$ cat src/design/rdp_pkg.sv
// Shared types, constants and modular step functions for the RNS dot product unit.
package rdp_pkg;

    localparam int WORD_W    = 32;
    localparam int CNT_W     = $clog2(WORD_W);
    localparam int CFG_IDX_W = 2;
    localparam int RST_W     = 31;

    typedef logic [WORD_W-1:0] t_word;
    typedef logic [CNT_W-1:0]  t_count;

    typedef enum logic [CFG_IDX_W-1:0] {
        CFG_FIRST_MODULUS  = 2'd0,
        CFG_SECOND_MODULUS = 2'd1,
        CFG_GARNER_INVERSE = 2'd2
    } t_cfg_idx;

    localparam logic [RST_W-1:0] FIRST_MODULUS_RST  = 31'd2147483647;
    localparam logic [RST_W-1:0] SECOND_MODULUS_RST = 31'd2147483629;
    localparam logic [RST_W-1:0] GARNER_INVERSE_RST = 31'd2028178983;

    typedef enum logic [3:0] {
        ST_IDLE,
        ST_REDUCE,
        ST_MUL,
        ST_NEGATE,
        ST_ADD,
        ST_G_LOAD,
        ST_G_RED,
        ST_G_DIFF,
        ST_G_MUL,
        ST_G_FULL,
        ST_G_PROD,
        ST_G_X,
        ST_G_CMP,
        ST_G_SUB,
        ST_DONE
    } t_state;

    typedef struct packed {
        logic load;
        logic reduce;
        logic mul;
        logic negate;
        logic add;
        logic clear;
    } t_lane_ctl;

    // r < m: shift in one bit, reduce once
    function automatic t_word mod_shift_in(t_word r, logic b, t_word m);
        t_word t;
        t = {r[WORD_W-2:0], b};
        if (t >= m) t = t - m;
        return t;
    endfunction

    // r, addend < m: double, optionally add, reduce after each
    function automatic t_word mod_dbl_add(t_word r, logic sel, t_word addend, t_word m);
        t_word t;
        t = {r[WORD_W-2:0], 1'b0};
        if (t >= m) t = t - m;
        if (sel) t = t + addend;
        if (t >= m) t = t - m;
        return t;
    endfunction

endpackage

$ cat src/design/rdp_ring_lane.sv
// One residue ring: bit-serial operand reduction, modular multiply and running sum.
module rdp_ring_lane #(
    parameter int RESIDUE_BITS = 31
) (
    input  logic                    i_clk,
    input  logic                    i_rst_n,
    input  logic [RESIDUE_BITS-1:0] i_modulus,
    input  rdp_pkg::t_lane_ctl      i_ctl,
    input  rdp_pkg::t_word          i_a_mag,
    input  rdp_pkg::t_word          i_b_mag,
    input  logic                    i_neg,
    output logic [RESIDUE_BITS-1:0] o_sum
);
    import rdp_pkg::*;

    logic [RESIDUE_BITS-1:0] r_sum, n_sum;
    logic [RESIDUE_BITS-1:0] r_rb, n_rb;
    logic [RESIDUE_BITS-1:0] r_rs, n_rs;
    logic [RESIDUE_BITS-1:0] r_acc, n_acc;
    t_word                   r_ash;
    t_word                   r_bsh;
    t_word                   r_ssh;
    logic                    r_neg;

    always_comb begin
        t_word w_m;
        t_word w_rb;
        t_word w_rs;
        t_word w_acc;
        t_word w_tot;
        w_m   = t_word'(i_modulus);
        w_rb  = mod_shift_in(t_word'(r_rb), r_bsh[WORD_W-1], w_m);
        w_rs  = mod_shift_in(t_word'(r_rs), r_ssh[WORD_W-1], w_m);
        w_acc = mod_dbl_add(t_word'(r_acc), r_ash[WORD_W-1], t_word'(r_rb), w_m);
        w_tot = t_word'(r_rs) + t_word'(r_acc);
        if (w_tot >= w_m) w_tot = w_tot - w_m;
        n_rb  = w_rb[RESIDUE_BITS-1:0];
        n_rs  = w_rs[RESIDUE_BITS-1:0];
        n_acc = w_acc[RESIDUE_BITS-1:0];
        if (i_ctl.clear || i_modulus == '0) begin
            n_sum = '0;
        end else begin
            n_sum = w_tot[RESIDUE_BITS-1:0];
        end
    end

    always_ff @(posedge i_clk) begin
        if (!i_rst_n) begin
            r_sum <= '0;
        end else if (i_ctl.add || i_ctl.clear) begin
            r_sum <= n_sum;
        end
    end

    always_ff @(posedge i_clk) begin
        if (i_ctl.load) begin
            r_ash <= i_a_mag;
            r_bsh <= i_b_mag;
            r_ssh <= t_word'(r_sum);
            r_neg <= i_neg;
            r_rb  <= '0;
            r_rs  <= '0;
            r_acc <= '0;
        end else if (i_ctl.reduce) begin
            r_rb  <= n_rb;
            r_rs  <= n_rs;
            r_bsh <= {r_bsh[WORD_W-2:0], 1'b0};
            r_ssh <= {r_ssh[WORD_W-2:0], 1'b0};
        end else if (i_ctl.mul) begin
            r_acc <= n_acc;
            r_ash <= {r_ash[WORD_W-2:0], 1'b0};
        end else if (i_ctl.negate) begin
            if (r_neg && r_acc != '0) begin
                r_acc <= i_modulus - r_acc;
            end
        end
    end

    assign o_sum = r_sum;

endmodule

$ cat config.mk
export PLATFORM = sky130hd
export DESIGN_NAME = rdp_ring_lane
export DESIGN_NICKNAME = d
export VERILOG_FILES = /design/src/design/rdp_pkg.sv /design/src/design/rdp_ring_lane.sv
export SDC_FILE = /design/constraint.sdc
export NUM_CORES = 1
export LEC_CHECK = 0
export ABC_CLOCK_PERIOD_IN_PS = 8200
export BUFFER_PORTS_ARGS = -buffer_cell sky130_fd_sc_hd__buf_2
export CAP_MARGIN = 0
export CORE_MARGIN = 4
export CORE_UTILIZATION = 45
export DETAILED_ROUTE_END_ITERATION = 8
export SYNTH_ARGS = -nofsm -noshare
export SYNTH_HDL_FRONTEND = slang
export SYNTH_SLANG_ARGS = --single-unit
export TNS_END_PERCENT = 10
$ cat constraint.sdc
create_clock -name i_clk -period 8.2 [get_ports i_clk]
set_input_delay 0.82 -clock i_clk [delete_from_list [all_inputs] [get_ports i_clk]]
set_output_delay 0.82 -clock i_clk [all_outputs]
set_load 0.05 [all_outputs]
==> flow_metrics.py <==
metrics = {
    "clocking": {
        "postCtsHoldBufs": 0,
        "cts_tree": "done",
        "cts.sinks": 221,
        "ctsHtreeMaxLevel": 1,
        "clk_path_buf_depth": 3,
        "cts_buffers": 28,
        "path_clk_slew_ns": 0.06,
        "clock-root-buffer": "clkbuf_16",
        "clk_latency_ns": 0.58,
    },
    "global_route": {
        "grt_pass1_vias": 20462,
        "grt_pass1_wl_um": 114000,
        "overflow": 0,
        "grt_max_degree": 73,
        "antenna_found_initial": 2,
        "track_usage": 0.265,
    },
    "power": {
        "pwr_density_cell_mw_per_mm2": 362,
        "ir_worst_vdd_mv": 0.149,
        "power.leakage_nw": 11.4,
    },
    "cells_and_area": {
        "fillers": 4817,
        "multiInputGateArea_mm2": 0.0164,
        "fin_area_mm2": 0.0255,
        "drive_above_1_share": 0.145,
        "fin_cells": 3569,
        "antenna_cells": 0,
        "seqCellArea_mm2": 0.00539,
        "layout.nets": 3242,
        "area_growth_pct": 12.4,
    },
    "logic_synthesis": {
        "synth_cell_type_count": 86,
        "netlist_area_mm2": 0.0226,
        "async_flop_share": 0,
        "synth_edf_count": 96,
        "syn_inst": 2733,
        "avgSynthCellArea_um2": 8.28,
        "synth-main-ff-cell": "dfxtp_1",
        "synthesis.nets": 3092,
        "yosysSeqAreaShare": 0.238,
        "synth-simple-area-share": 0.159,
        "yosys_warnings": 0,
        "synthMuxAreaShare": 0.0810,
        "synth_top_family_by_area": "compound AO/OA/AOI/OAI gates",
        "synth_area_leaders": "ha_1 (14%), edfxtp_1 (13%), dfxtp_1 (11%)",
        "synth_top_area_share": 0.137,
        "synth-compound-area-share": 0.266,
        "yosysTopAreaCell": "ha_1",
        "synth-seq-cells": 221,
        "synth_adder_area_share": 0.144,
        "synth_xor_area_frac": 0.0735,
    },
    "hold_path": {
        "min_path_type": "in -> reg",
        "min_path_cells": 1,
    },
    "place": {
        "portBuffers": 134,
        "dp.cells": 3517,
        "place.gp.congestion": 0.973,
        "dp_hpwl_um": 59500,
        "place_area_mm2": 0.0244,
        "dpl_worst_slack_ns": -0.169,
    },
    "sta": {
        "finalCritPeriodShare": 0.950,
        "worst_slew_pin_slew_ns": 1.11,
        "fmax_mhz": 128,
        "finalSetupViolations": 0,
        "final_max_slew_viol_count": 0,
        "relSlewSlack": 0.258,
        "hold_viol": 0,
        "skew_ns": 0.0202,
        "fin_tns_setup_ns": 0,
        "timing.final.ws_setup_ns": 0.412,
        "min_period_ns": 7.79,
    },
    "setup_path": {
        "max_stage_delay_ns": 0.53,
        "crit_type": "in -> reg",
        "cp_slowest_cell": "fa_1",
        "worstPathMaxFanout": 25,
        "cp.required_ns": 8.70,
        "rr_worst_depth": 30,
        "arrival_ns": 8.28,
        "end_kind": "flip-flop",
        "critPathLaunchType": "primary input",
    },
    "route": {
        "viasPerCell": 6.00,
        "vias": 21405,
        "drt_iter0_markers": 1504,
        "wire_per_inst_um": 20.8,
        "drc": 0,
        "drtPass1Iterations": 5,
        "wl_um": 74200,
        "ant_nets": 0,
    },
    "die": {
        "die_area_mm2": 0.0540,
        "core_mm2": 0.0494,
        "die_h_um": 232,
        "rows": 81,
        "die_w_um": 232,
        "io_pins": 135,
        "initial_core_util": 0.459,
    },
    "outcome": {
        "status": "complete, no violations",
    },
    "job": {
        "drv_cap": 0,
    },
}
==> cell families after synthesis <==
group | after synthesis
simple gates | 773
compound gates | 898
buf+inv | 227
fa+ha+maj | 255
flops | 221
xor+xnor | 190
mux | 169
==> sequential cells by signal, summed over array words and instances, names as in the netlist <==
signal	count
r_ssh	32
o_sum	31
r_acc	31
r_bsh	32
r_ash	32
r_neg	1
r_rs	31
r_rb	31
==> synth_stat cells, types with 13 or more instances <==
master	n
and2_1	16
nand2_1	256
clkbuf_1	78
mux2_2	113
nand4_1	36
a21o_1	122
or3_1	28
a211oi_1	42
xor2_1	67
o211ai_1	17
nand2b_1	26
nor2_1	207
ha_1	247
o21ai_0	171
a21oi_1	211
nor3_1	47
a31oi_1	37
o21bai_1	25
mux2i_1	56
o21a_1	50
edfxtp_1	96
xnor2_1	123
o31ai_1	16
a211o_1	13
nand3_1	49
inv_1	128
nor4_1	24
dfxtp_1	125
and3_1	22
o21ai_1	13
nor2b_1	27
buf_2	16
a311oi_1	49
==> path summary, 6_finish.rpt <==
check          startpoint         to  slack, ns
min reg2reg      o_sum[9]   o_sum[9]       0.46
max reg2reg      r_acc[8]  r_acc[10]       0.47
min                 i_neg      r_neg       0.41
max          i_modulus[0]  r_acc[10]       0.41
==> worst max-delay path: cells and delay by family <==
| family | cells | cell delay (ns) |
|---|---|---|
| buffers and inverters | 4 | 0.75 |
| XOR/XNOR | 1 | 0.18 |
| multiplexers | 1 | 0.45 |
| AO/OA/AOI/OAI | 14 | 3.45 |
| AND/OR/NAND/NOR | 7 | 1.45 |
| adder cells (fa/ha/maj) | 3 | 1.17 |
==> per-stage QoR <==
| step | hold slack, ns | utilization | total power, W |
|---|---|---|---|
| global route | 0.391 | 0.516 | 0.00995 |
| detailed placement | 0.462 | 0.495 | 0.00775 |
| CTS | 0.386 | 0.515 | 0.00914 |
| global placement | 0.456 | 0.495 | 0.00768 |
| floorplan | 0.457 | - | 0.00622 |
| finish | 0.414 | 0.516 | 0.00922 |
==> metal layers <==
metal / vias to the layer above / wire [um] / GRT usage
met5: - / 8 / 0
met4: 2 / 1730 / 0.0631
met3: 86 / 4240 / 0.0272
met2: 637 / 34200 / 0.444
met1: 10111 / 34100 / 0.367
li1: 10569 / - / -
==> power breakdown <==
part / total, W / switching [W] / internal [W] / leakage (nW)
sequential: 0.00152 / 0.000187 / 0.00134 / 2.02
combinational: 0.00636 / 0.00372 / 0.00264 / 8.90
clock: 0.00134 / 0.000542 / 0.000799 / 0.484
total: 0.00922 / 0.00445 / 0.00477 / 11.4
==> repair_timing <==
| item | 4_1_cts | 5_1_grt |
|---|---|---|
| endpoints found under the setup margin | 0 | 29 |
| setup buffers | 0 | 0 |
| endpoints found under the hold margin | 0 | 0 |
| gates resized for setup | 0 | 7 |
==> placed cells by master (no fill, tap or decap), drive strengths merged, types with 36 or more instances in the layout <==
cell type,n
a31oi,38
nor2,207
edfxtp,96
dfxtp,125
xor2,67
a211oi,44
buf,217
ha,247
a21oi,212
xnor2,123
nor3,47
o21a,50
nand3,49
mux2,113
inv,131
o21ai,184
nand2,256
nand4,36
mux2i,56
a311oi,49
a21o,122
==> final cells by class <==
class	count	share of cell area
clock buffers	29	0.0281
repair buffers	217	0.0517
inverters	130	0.0192
well taps	664	0.0326
clock inverters	23	0.0113
multi-input cells	2285	0.646
flip-flops and latches	221	0.212
Power figures use the tool's default switching activity.
